**src/rtl/pbw_pkg.sv**
```systemverilog
`default_nettype none
package pbw_pkg;

   // Default width of the payload length counter
   localparam int LENGTH_WIDTH_DEFAULT = 32;

   // A varint gives up after this many bytes
   localparam logic [3:0] VARINT_MAX_BYTES = 4'd10;

   // Wire types
   localparam logic [2:0] WIRE_VARINT  = 3'd0;
   localparam logic [2:0] WIRE_FIXED64 = 3'd1;
   localparam logic [2:0] WIRE_LENGTH  = 3'd2;
   localparam logic [2:0] WIRE_FIXED32 = 3'd5;

   // Last byte index of the fixed-width values
   localparam logic [2:0] FIX64_LAST = 3'd7;
   localparam logic [2:0] FIX32_LAST = 3'd3;

   // Record kinds
   localparam logic KIND_HEADER  = 1'b0;
   localparam logic KIND_PAYLOAD = 1'b1;

   typedef enum logic [5:0] {
      ST_KEY     = 6'b000001,
      ST_VARINT  = 6'b000010,
      ST_FIX64   = 6'b000100,
      ST_FIX32   = 6'b001000,
      ST_LEN     = 6'b010000,
      ST_PAYLOAD = 6'b100000
   } stage_type;

endpackage
`default_nettype wire

```
**src/rtl/protobuf_wire_stream_parser.sv**
```systemverilog
`default_nettype none
// Protocol Buffers wire-format stream parser.
// Input channel (req_*): one message byte per beat, req_end_of_input high on
// the final byte of a message. Result channel (rsp_*): at most one record per
// input beat, either a field header (key, wire type, decoded value or payload
// length) or one payload byte of a length-delimited field, with flags for the
// last record of a field, a truncated field and the end of the message.
// Both channels use valid/stall; a beat moves when valid is high and stall low.
// Latency: a record caused by an input beat appears on rsp_* the cycle after
// that beat is accepted. Throughput: one byte per cycle; the parser state is
// updated in the same cycle the byte is taken, so there is no bubble.
// Stalls: a single output register holds the pending record. The input is
// stalled only while that register is full and the receiver stalls it, so the
// next byte is taken in the same cycle the held record is drained.
// Reset (synchronous, active high): parser expects a key, all state cleared,
// output register empty. After the final byte of a message the parser returns
// to that same state, so the next byte starts a new message.
module protobuf_wire_stream_parser #(
   parameter int LENGTH_WIDTH = pbw_pkg::LENGTH_WIDTH_DEFAULT
) (
   input  wire logic        clock,
   input  wire logic        reset,
   // input channel
   input  wire logic        req_valid,
   output logic             req_stall,
   input  wire logic [7:0]  req_data_byte,
   input  wire logic        req_end_of_input,
   // result channel
   output logic             rsp_valid,
   input  wire logic        rsp_stall,
   output logic             rsp_record_kind,
   output logic [31:0]      rsp_field_number,
   output logic [2:0]       rsp_wire_type,
   output logic [63:0]      rsp_field_value,
   output logic [7:0]       rsp_payload_data,
   output logic             rsp_field_done,
   output logic             rsp_truncated,
   output logic             rsp_message_end
);

   localparam logic [63:0] LEN_MAX =
      {{(64 - LENGTH_WIDTH){1'b0}}, {LENGTH_WIDTH{1'b1}}};

   // parser state
   pbw_pkg::stage_type      stage_ff, stage_in;
   logic [63:0]             acc_ff, acc_in;
   logic [3:0]              vcnt_ff, vcnt_in;
   logic [31:0]             held_field_ff, held_field_in;
   logic [2:0]              held_wire_ff, held_wire_in;
   logic [2:0]              fcnt_ff, fcnt_in;
   logic [LENGTH_WIDTH-1:0] prem_ff, prem_in;

   // output register
   logic        rsp_valid_ff, rsp_valid_in;
   logic        kind_ff, kind_in;
   logic [31:0] field_ff, field_in;
   logic [2:0]  wire_ff, wire_in;
   logic [63:0] value_ff, value_in;
   logic [7:0]  data_ff, data_in;
   logic        done_ff, done_in;
   logic        trunc_ff, trunc_in;
   logic        mend_ff, mend_in;

   logic                    accept;
   logic                    emit;
   logic                    eoi;
   logic [7:0]              b;
   logic [6:0]              vshift;
   logic [63:0]             vacc;
   logic [3:0]              vcnt_inc;
   logic                    vdone;
   logic [63:0]             facc;
   logic [2:0]              flast;
   logic [63:0]             len_sat;
   logic [LENGTH_WIDTH-1:0] prem_dec;
   logic                    plast;

   assign req_stall = rsp_valid_ff & rsp_stall;
   assign accept    = req_valid & ~req_stall;
   assign b         = req_data_byte;
   assign eoi       = req_end_of_input;

   // varint byte: 7 bits at 7*count, dropped past the 64th bit
   assign vshift   = 7'({vcnt_ff, 3'b000}) - 7'(vcnt_ff);
   assign vacc     = (vcnt_ff < pbw_pkg::VARINT_MAX_BYTES)
                   ? (acc_ff | ({57'd0, b[6:0]} << vshift)) : acc_ff;
   assign vcnt_inc = vcnt_ff + 4'd1;
   assign vdone    = ~b[7] | (vcnt_inc >= pbw_pkg::VARINT_MAX_BYTES);

   // fixed value byte, little endian
   assign facc  = acc_ff | ({56'd0, b} << {fcnt_ff, 3'b000});
   assign flast = (stage_ff == pbw_pkg::ST_FIX64) ? pbw_pkg::FIX64_LAST
                                                  : pbw_pkg::FIX32_LAST;

   // length saturates to the counter width
   assign len_sat = (vacc > LEN_MAX) ? LEN_MAX : vacc;

   // payload countdown
   assign prem_dec = (prem_ff != '0) ? prem_ff - LENGTH_WIDTH'(1) : prem_ff;
   assign plast    = (prem_dec == '0);

   always_comb begin
      stage_in      = stage_ff;
      acc_in        = acc_ff;
      vcnt_in       = vcnt_ff;
      held_field_in = held_field_ff;
      held_wire_in  = held_wire_ff;
      fcnt_in       = fcnt_ff;
      prem_in       = prem_ff;

      emit     = 1'b0;
      kind_in  = pbw_pkg::KIND_HEADER;
      field_in = held_field_ff;
      wire_in  = held_wire_ff;
      value_in = 64'd0;
      data_in  = 8'd0;
      done_in  = 1'b1;
      trunc_in = 1'b0;
      mend_in  = eoi;

      case (stage_ff)
         pbw_pkg::ST_VARINT: begin
            acc_in  = vacc;
            vcnt_in = vcnt_inc;
            if (vdone | eoi) begin
               emit     = 1'b1;
               value_in = vacc;
               trunc_in = ~vdone;
            end
         end
         pbw_pkg::ST_FIX64, pbw_pkg::ST_FIX32: begin
            acc_in  = facc;
            fcnt_in = fcnt_ff + 3'd1;
            if (fcnt_ff >= flast) begin
               emit     = 1'b1;
               value_in = facc;
            end else if (eoi) begin
               emit     = 1'b1;
               trunc_in = 1'b1;
            end
         end
         pbw_pkg::ST_LEN: begin
            acc_in  = vacc;
            vcnt_in = vcnt_inc;
            if (vdone) begin
               emit = 1'b1;
               if (len_sat == 64'd0) begin
                  value_in = 64'd0;
               end else begin
                  value_in = len_sat;
                  done_in  = eoi;
                  trunc_in = eoi;
                  if (!eoi) begin
                     stage_in = pbw_pkg::ST_PAYLOAD;
                     prem_in  = len_sat[LENGTH_WIDTH-1:0];
                  end
               end
            end else if (eoi) begin
               emit     = 1'b1;
               value_in = len_sat;
               trunc_in = 1'b1;
            end
         end
         pbw_pkg::ST_PAYLOAD: begin
            emit     = 1'b1;
            kind_in  = pbw_pkg::KIND_PAYLOAD;
            data_in  = b;
            done_in  = plast | eoi;
            trunc_in = eoi & ~plast;
            prem_in  = prem_dec;
         end
         default: begin
            // key varint (unknown stage codes land here too)
            stage_in = pbw_pkg::ST_KEY;
            acc_in   = vacc;
            vcnt_in  = vcnt_inc;
            if (vdone) begin
               held_field_in = vacc[34:3];
               held_wire_in  = vacc[2:0];
               field_in      = vacc[34:3];
               wire_in       = vacc[2:0];
               acc_in        = 64'd0;
               vcnt_in       = 4'd0;
               case (vacc[2:0])
                  pbw_pkg::WIRE_VARINT:  stage_in = pbw_pkg::ST_VARINT;
                  pbw_pkg::WIRE_FIXED64: stage_in = pbw_pkg::ST_FIX64;
                  pbw_pkg::WIRE_FIXED32: stage_in = pbw_pkg::ST_FIX32;
                  pbw_pkg::WIRE_LENGTH:  stage_in = pbw_pkg::ST_LEN;
                  default: begin
                     // no body: header now
                     emit = 1'b1;
                  end
               endcase
               if (eoi) begin
                  emit     = 1'b1;
                  trunc_in = (vacc[2:0] == pbw_pkg::WIRE_VARINT)
                          || (vacc[2:0] == pbw_pkg::WIRE_FIXED64)
                          || (vacc[2:0] == pbw_pkg::WIRE_FIXED32)
                          || (vacc[2:0] == pbw_pkg::WIRE_LENGTH);
               end
            end else if (eoi) begin
               // message ends inside the key
               emit     = 1'b1;
               field_in = vacc[34:3];
               wire_in  = vacc[2:0];
               trunc_in = 1'b1;
            end
         end
      endcase

      // field complete or message over: back to key with cleared state
      if (eoi || (emit && done_in)) begin
         stage_in = pbw_pkg::ST_KEY;
         acc_in   = 64'd0;
         vcnt_in  = 4'd0;
         fcnt_in  = 3'd0;
         prem_in  = '0;
      end
   end

   always_comb begin
      if (accept && emit) begin
         rsp_valid_in = 1'b1;
      end else if (!rsp_stall) begin
         rsp_valid_in = 1'b0;
      end else begin
         rsp_valid_in = rsp_valid_ff;
      end
   end

   always_ff @(posedge clock) begin
      if (reset) begin
         stage_ff      <= pbw_pkg::ST_KEY;
         acc_ff        <= 64'd0;
         vcnt_ff       <= 4'd0;
         held_field_ff <= 32'd0;
         held_wire_ff  <= 3'd0;
         fcnt_ff       <= 3'd0;
         prem_ff       <= '0;
         rsp_valid_ff  <= 1'b0;
      end else begin
         rsp_valid_ff <= rsp_valid_in;
         if (accept) begin
            stage_ff      <= stage_in;
            acc_ff        <= acc_in;
            vcnt_ff       <= vcnt_in;
            held_field_ff <= held_field_in;
            held_wire_ff  <= held_wire_in;
            fcnt_ff       <= fcnt_in;
            prem_ff       <= prem_in;
         end
      end
   end

   // record payload: loaded only with a new record
   always_ff @(posedge clock) begin
      if (accept && emit) begin
         kind_ff  <= kind_in;
         field_ff <= field_in;
         wire_ff  <= wire_in;
         value_ff <= value_in;
         data_ff  <= data_in;
         done_ff  <= done_in;
         trunc_ff <= trunc_in;
         mend_ff  <= mend_in;
      end
   end

   assign rsp_valid        = rsp_valid_ff;
   assign rsp_record_kind  = kind_ff;
   assign rsp_field_number = field_ff;
   assign rsp_wire_type    = wire_ff;
   assign rsp_field_value  = value_ff;
   assign rsp_payload_data = data_ff;
   assign rsp_field_done   = done_ff;
   assign rsp_truncated    = trunc_ff;
   assign rsp_message_end  = mend_ff;

endmodule
`default_nettype wire

```
**config.mk**
```make
export PLATFORM = sky130hd
export DESIGN_NAME = protobuf_wire_stream_parser
export DESIGN_NICKNAME = d
export VERILOG_FILES = /design/src/rtl/pbw_pkg.sv /design/src/rtl/protobuf_wire_stream_parser.sv
export SDC_FILE = /design/constraint.sdc
export NUM_CORES = 1
export LEC_CHECK = 0
export ABC_AREA = 1
export BUFFER_PORTS_ARGS = -buffer_cell sky130_fd_sc_hd__buf_2
export CAP_MARGIN = 20
export CORE_UTILIZATION = 57
export CTS_BUF_LIST = sky130_fd_sc_hd__clkbuf_8
export DETAILED_ROUTE_END_ITERATION = 10
export PLACE_DENSITY = 0.79
export SLEW_MARGIN = 20
export SYNTH_ARGS = -nofsm -noshare
export SYNTH_HDL_FRONTEND = slang
export SYNTH_SLANG_ARGS = --single-unit
```
**constraint.sdc**
```tcl
create_clock -name clock -period 4.2 [get_ports clock]
set_input_delay 0.42 -clock clock [delete_from_list [all_inputs] [get_ports clock]]
set_output_delay 0.42 -clock clock [all_outputs]
set_load 0.01 [all_outputs]
```
---- After elaboration in Yosys (flattened, before gate mapping) ----
Cells that the tools add are included.
storage, ports and cells
  register bits ........................... 256
  input bits .............................. 13
  output and inout bits ................... 113
  logic and storage cells ................. 135
operators by class
  $add $sub $neg .......................... 4
  magnitude comparators ................... 4
  equality and inequality tests ........... 15
  shifts and indexed selects .............. 2
  muxes and demuxes ....................... 57
  bitwise operators ....................... 13
  reduce and logical (&&, ||, !) cells .... 24
operator list
  kind                                                  count
  two-way mux 64 bit                                    9
  one-hot mux 64 bit (3 select lines)                   2
  two-way mux 32 bit                                    8
  OR 64 bit                                             2
  > comparator 64 x 32 -> 1 bit, second input constant  1
  logical NOT 64 bit                                    1
  one-hot mux 32 bit (2 select lines)                   1
  left shift 7 x 7 -> 64 bit                            1
  left shift 8 x 6 -> 64 bit                            1
  logical NOT 32 bit                                    1
  nonzero test 32 bit                                   1
  subtractor 32 x 1 -> 32 bit, second input constant    1
  two-way mux 6 bit                                     4
  one-hot mux 5 bit (4 select lines)                    1
  two-way mux 1 bit                                     18
  two-way mux 3 bit                                     6
  one-hot mux 6 bit (2 select lines)                    1
  AND reduction 5 bit                                   2
  inequality test 3 bit, second input constant          3
  two-way mux 4 bit                                     2
  one-hot mux 1 bit (4 select lines)                    2
  one-hot mux 4 bit (2 select lines)                    1
  OR reduction 4 bit                                    2
  subtractor 7 x 4 -> 7 bit                             1
  30 further kinds                                      47

---- Logic depth before layout (Yosys ltp) ----
  depth after elaboration ................. 14
  mapped depth ............................ 31
  gate-level depth less buffers ........... 28

---- Worst setup path before layout ----
Ideal clock, no wire load.
  path type ............................... register to register
  from .................................... register vcnt_ff[0]
  to ...................................... register done_ff (netlist: rsp_field_done) (enable)
  setup time .............................. 0.423 ns
  arrival time ............................ 4.219 ns
  data required time ...................... 3.777 ns
  path slack .............................. -0.442 ns
  stages on the path, launching flop included .. 23
  buffers on the path ..................... 5
  path through ............................ dfxtp_1 -> inv_2 -> buf_2 -> ha_1 -> buf_2 -> inv_1 -> buf_2 -> nand3_1 -> nor2_1 -> nand2_1 -> nor2_1 -> nor2_1 -> inv_1 -> nor2_1 -> a21oi_1 -> nand2_1 -> nand2_1 -> nor2_1 -> a31oi_2 -> inv_2 -> nor2_2 -> buf_4 -> buf_2
between the ends
  word-level cells in the longest chain between the ends .. 11
  elaborated cells between the ends (all ways) .. 21
  those cells by class .................... add/sub (2); order compare (2); eq/ne (3); shift (1); mux (7); bitwise (3); reduce/logical (3)
RTL lines
  element                                               RTL line                            source
  from (decl)                                           protobuf_wire_stream_parser.sv:47   logic [3:0] vcnt_ff, vcnt_in;
  from (signal assigned)                                protobuf_wire_stream_parser.sv:246  vcnt_ff <= vcnt_in;
  subtractor 7 x 4 -> 7 bit                             protobuf_wire_stream_parser.sv:84   assign vshift = 7'({vcnt_ff, 3'b000}) - 7'(vcnt_ff);
  left shift 7 x 7 -> 64 bit                            protobuf_wire_stream_parser.sv:86   ? (acc_ff | ({57'd0, b[6:0]} << vshift)) : acc_ff;
  OR 64 bit                                             protobuf_wire_stream_parser.sv:86
  two-way mux 64 bit                                    protobuf_wire_stream_parser.sv:86
  equality test 3 x 1 -> 1 bit (tied with other cells)  protobuf_wire_stream_parser.sv:184  case (vacc[2:0])
  OR reduction 4 bit (no line)                          n/a
  two-way mux 1 bit                                     protobuf_wire_stream_parser.sv:184
  two-way mux 1 bit                                     protobuf_wire_stream_parser.sv:194  if (eoi) begin
  two-way mux 1 bit                                     protobuf_wire_stream_parser.sv:177  if (vdone) begin
  one-hot mux 1 bit (4 select lines) (*)                protobuf_wire_stream_parser.sv:121  case (stage_ff)
  logical AND 1 bit (*)                                 protobuf_wire_stream_parser.sv:257  if (accept && emit) begin
  to (signal assigned)                                  protobuf_wire_stream_parser.sv:263  done_ff <= done_in;
  to (decl)                                             protobuf_wire_stream_parser.sv:60   logic done_ff, done_in;
Mark *: on every way between the ends. The rest lies on a longest branch, timed or not.
A chain may end at the register's enable or synchronous reset.

---- Final worst setup path ----
  from .................................... register vcnt_ff[3]
  to ...................................... register acc_ff[51]
between the ends
  word-level cells in the longest chain between the ends .. 14
  elaborated cells between the ends (all ways) .. 33
  those cells by class .................... add/sub (2); order compare (3); eq/ne (4); shift (1); mux (14); bitwise (3); reduce/logical (6)
RTL lines
  element                                 RTL line                            source
  subtractor 7 x 4 -> 7 bit               protobuf_wire_stream_parser.sv:84
  left shift 7 x 7 -> 64 bit              protobuf_wire_stream_parser.sv:86
  OR 64 bit                               protobuf_wire_stream_parser.sv:86
  two-way mux 64 bit                      protobuf_wire_stream_parser.sv:86
  > comparator 64 x 32 -> 1 bit           protobuf_wire_stream_parser.sv:96   assign len_sat = (vacc > LEN_MAX) ? LEN_MAX : vacc;
  two-way mux 64 bit                      protobuf_wire_stream_parser.sv:96
  logical NOT 64 bit                      protobuf_wire_stream_parser.sv:147  if (len_sat == 64'd0) begin
  two-way mux 1 bit                       protobuf_wire_stream_parser.sv:147
  two-way mux 1 bit (*)                   protobuf_wire_stream_parser.sv:145  if (vdone) begin
  one-hot mux 1 bit (2 select lines) (*)  protobuf_wire_stream_parser.sv:121
  net done_in                             protobuf_wire_stream_parser.sv:60
  logical AND 1 bit (*)                   protobuf_wire_stream_parser.sv:212  if (eoi || (emit && done_in)) begin
  logical OR 1 bit (*)                    protobuf_wire_stream_parser.sv:212
  inequality test 2 bit (no line)         n/a
  AND reduction 2 bit (no line)           n/a
  to (signal assigned)                    protobuf_wire_stream_parser.sv:245  acc_ff <= acc_in;
  to (decl)                               protobuf_wire_stream_parser.sv:46   logic [63:0] acc_ff, acc_in;
Mark *: on every way through the listed nets, which the timed path passes. The rest lies on a longest branch.

==> qor.yml <==
netlist_instances: 2297
synth_cell_type_count: 47
finalSetupViolCount: 0
wl_per_cell_um: 21.8
cellLeakagePower_nw: 7.97
io_pins: 126
overflow: 0
grt.total_usage_pct: 42.3
die_x_um: 168
p_per_area_nw_per_um2: 507
p_switching_mw: 3.90
tightestPinTransition_ns: 0.937
post-route-util_pct: 66.7
syn_to_final_growth_pct: 15.0
cp_max_fo: 24
slew_headroom_pct: 37.5
status: "finished, final reports clean"
die_h_um: 168
synth_ff_type: "dfxtp_1"
postRouteWirelength_mm: 60.9
async_flop_share_pct: 0
regArea_um2: 6240
place_ws_ns: 0.158
rsz0062_at_grt: "yes"
hold_depth: 1
syn-cell-area_um2: 15600
fin_crit_sh_pct: 95.0
initialDrtViolationCount: 2555
cap_violations: 0
grt_pass1_vias: 15600
crit_slowest_cell: "ha_2"
multiInputGateArea_um2: 8220
routed-via-count: 17400
timing_worst_setup_path_type: "register to register"
r2r_setup_slack_ns: 0.21
cts.reportedPaths.clkPinSlew_ns: 0.06
syn_area_per_cell_um2: 6.81
postCtsHoldBufs: 0
end_kind: "register"
ys_seq_area_share_pct: 39.9
detail-route-antenna-nets: 0
syn_nets: 2317
cts_buffers: 44
grt_max_degree: 71
hold_start: "req_end_of_input"
setup_ws_ns: 0.210
cts_sinks: 256
clockRootBuffer: "clkbuf_8"
drtPass1Iterations: 8
cts_buffer_depth: 3
core-area_um2: 27000
final_hold_viol_count: 0
ys_seq_elements: 256
p_seq_share_pct: 34.0
start_util_pct: 58.1
critical_path_arrival_ns: 4.47
via_per_inst: 6.24
drive_gt1_share_pct: 15.0
synth_enable_flop_cells: 111
dieArea_um2: 28100
worstHoldEndpoint: "rsp_message_end"
core.rowCount: 60
max_freq_mhz: 251
ys_warn_count: 0
placedCellCount: 2708
path_common_cell: "nand2_1"
p_int_mw: 5.23
hp-class: "input port to register"
reg2reg_to: "acc_ff[51]"
r2r-start: "vcnt_ff[3]"
hpwl_mm: 43.1
finClkSkew_ns: 0.0269
pwr-share-comb_pct: 40.6
stdcell_count: 2795
place_congestion: 1.13
r2r_cells: 25
antenna_found_initial: 2
netSwitchingFraction_pct: 42.7
route.detailed.drc: 0
grt_pass1_wl_mm: 90.9
cts_tree: "done"
p_clk_share_pct: 25.4
n_fill_cell: 2364
ir_worst_vdd_mv: 0.342
worstPathRequired_ns: 4.68
cpPeakStageDelay_ns: 0.39
period_needed_ns: 3.99
htreeDepth: 2
slew_viol_final: 0
p_total_mw: 9.12
start_kind: "register"
port_buffers: 125
clkLatencyLatePin_ns: 0.59
nets: 2438
-- synthesized netlist by cell type (9+ instances only) --
cell,instances,area (um^2)
nand2_1,527,1980
o2111ai_1,10,87.6
o21ai_1,17,85.1
nor2_2,15,93.8
o211ai_1,43,323
nor3_1,17,85.1
nor2_1,383,1440
dfxtp_1,145,2900
a21oi_1,61,305
buf_6,9,101
nand4_1,27,169
clkbuf_1,91,342
inv_1,183,687
or2_2,9,56.3
o22ai_1,32,200
nand3_1,203,1020
edfxtp_1,111,3330
o21ai_0,277,1390
buf_2,22,110
o221ai_1,32,280
inv_2,9,33.8
-- metal layers --
layer / routed length (um) / vias to the layer above / track usage [%] / share of wire, %
met2: 25700 / 1287 / 63.0 / 42
met3: 7350 / 295 / 10.2 / 12
met4: 3870 / 2 / 22.3 / 6.3
met5: 11 / - / 0 / 0.018
li1: - / 7964 / - / -
met1: 24000 / 7898 / 56.8 / 39
-- cell type report --
cell class | instances | area share (%)
tap | 341 | 2.37
timing repair buffer | 214 | 8.28
clock buffer | 49 | 3.75
inverter | 194 | 4.08
multi-input combinational | 1708 | 45.7
clock inverter | 32 | 1.14
antenna | 1 | 0.0139
sequential | 256 | 34.7
-- how the worst max path moves through the flow --
stage                    start                   end  slack [ns]  cells after the start
floorplan           vcnt_ff[0]        rsp_field_done        0.16                     22
global placement    vcnt_ff[0]  rsp_field_number[30]        0.21                     20
detailed placement  vcnt_ff[0]   rsp_field_value[33]        0.16                     19
CTS                 vcnt_ff[0]   rsp_field_value[33]        0.14                     21
global route        vcnt_ff[0]             acc_ff[8]       -0.01                     25
finish              vcnt_ff[3]            acc_ff[51]        0.21                     25
-- critical path: cells and delay by family (launching register included) --
family                   cells  cell delay, ns
adder cells (fa/ha/maj)      1            0.39
flip-flops                   1            0.32
buffers and inverters        3            0.41
AND/OR/NAND/NOR             21            2.79
-- through the flow --
| stage | cell area, um^2 | setup TNS (ns) | hold WS, ns |
|---|---|---|---|
| 3_5_place_dp | 16800 | 0 | 0.479 |
| 4_1_cts | 17700 | 0 | 0.135 |
| 3_3_place_gp | 16800 | 0 | 0.464 |
| 2_1_floorplan | 15600 | 0 | 0.452 |
| 6_report | 18000 | 0 | 0.153 |
| 5_1_grt | 18000 | -0.0194 | 0.160 |
-- power by group through the flow --
| stage | Combinational [mW] | Sequential, mW | Clock [mW] |
|---|---|---|---|
| floorplan | 2.12 | 3.17 | 0 |
| global placement | 3.35 | 3.13 | 0 |
| detailed placement | 3.37 | 3.14 | 0 |
| CTS | 3.39 | 3.10 | 2.31 |
| global route | 3.96 | 3.13 | 2.42 |
| finish | 3.70 | 3.10 | 2.31 |
-- cells by family after synthesis --
kind of cell	Yosys count	share of synthesized area, %
AOI/OAI and AO/OA	485	17.7
xor gates and xnor gates	9	0.504
adders and majority gates	7	0.560
buffers and inverters	333	8.96
DFF	256	39.9
and+or+nand+nor	1207	32.4
-- sequential cells by signal, summed over array words and instances (netlist names), 4 cells and up --
signal            cells
acc_ff               64
vcnt_ff               4
stage_ff              6
held_field_ff        32
rsp_field_number     32
rsp_field_value      64
rsp_payload_data      8
prem_ff              32
-- cells in the final DEF (no fill, tap or decap), types with 6 or more instances in the layout --
cell,count
nor2_4,8
clkinv_2,6
buf_12,9
clkinv_1,8
o2111ai_1,10
nand2_1,520
nand3_2,9
o221ai_1,32
o21ai_1,15
buf_2,125
nor2_1,369
buf_4,74
nand3_1,197
nor4_1,6
or2_2,9
edfxtp_1,111
inv_2,9
xor2_1,6
inv_1,196
o211ai_1,43
nand4_1,27
ha_1,6
o21ai_0,277
nor3_1,16
nand2_2,8
nor2_2,22
a21oi_1,57
o22ai_1,32
dfxtp_1,143
clkbuf_8,49
nand2_4,6
-- timing repair --
action	CTS	global route
setup endpoints to repair	0	221
gates resized for setup	0	47
setup buffers	0	3
(Power assumes the default switching activity.)
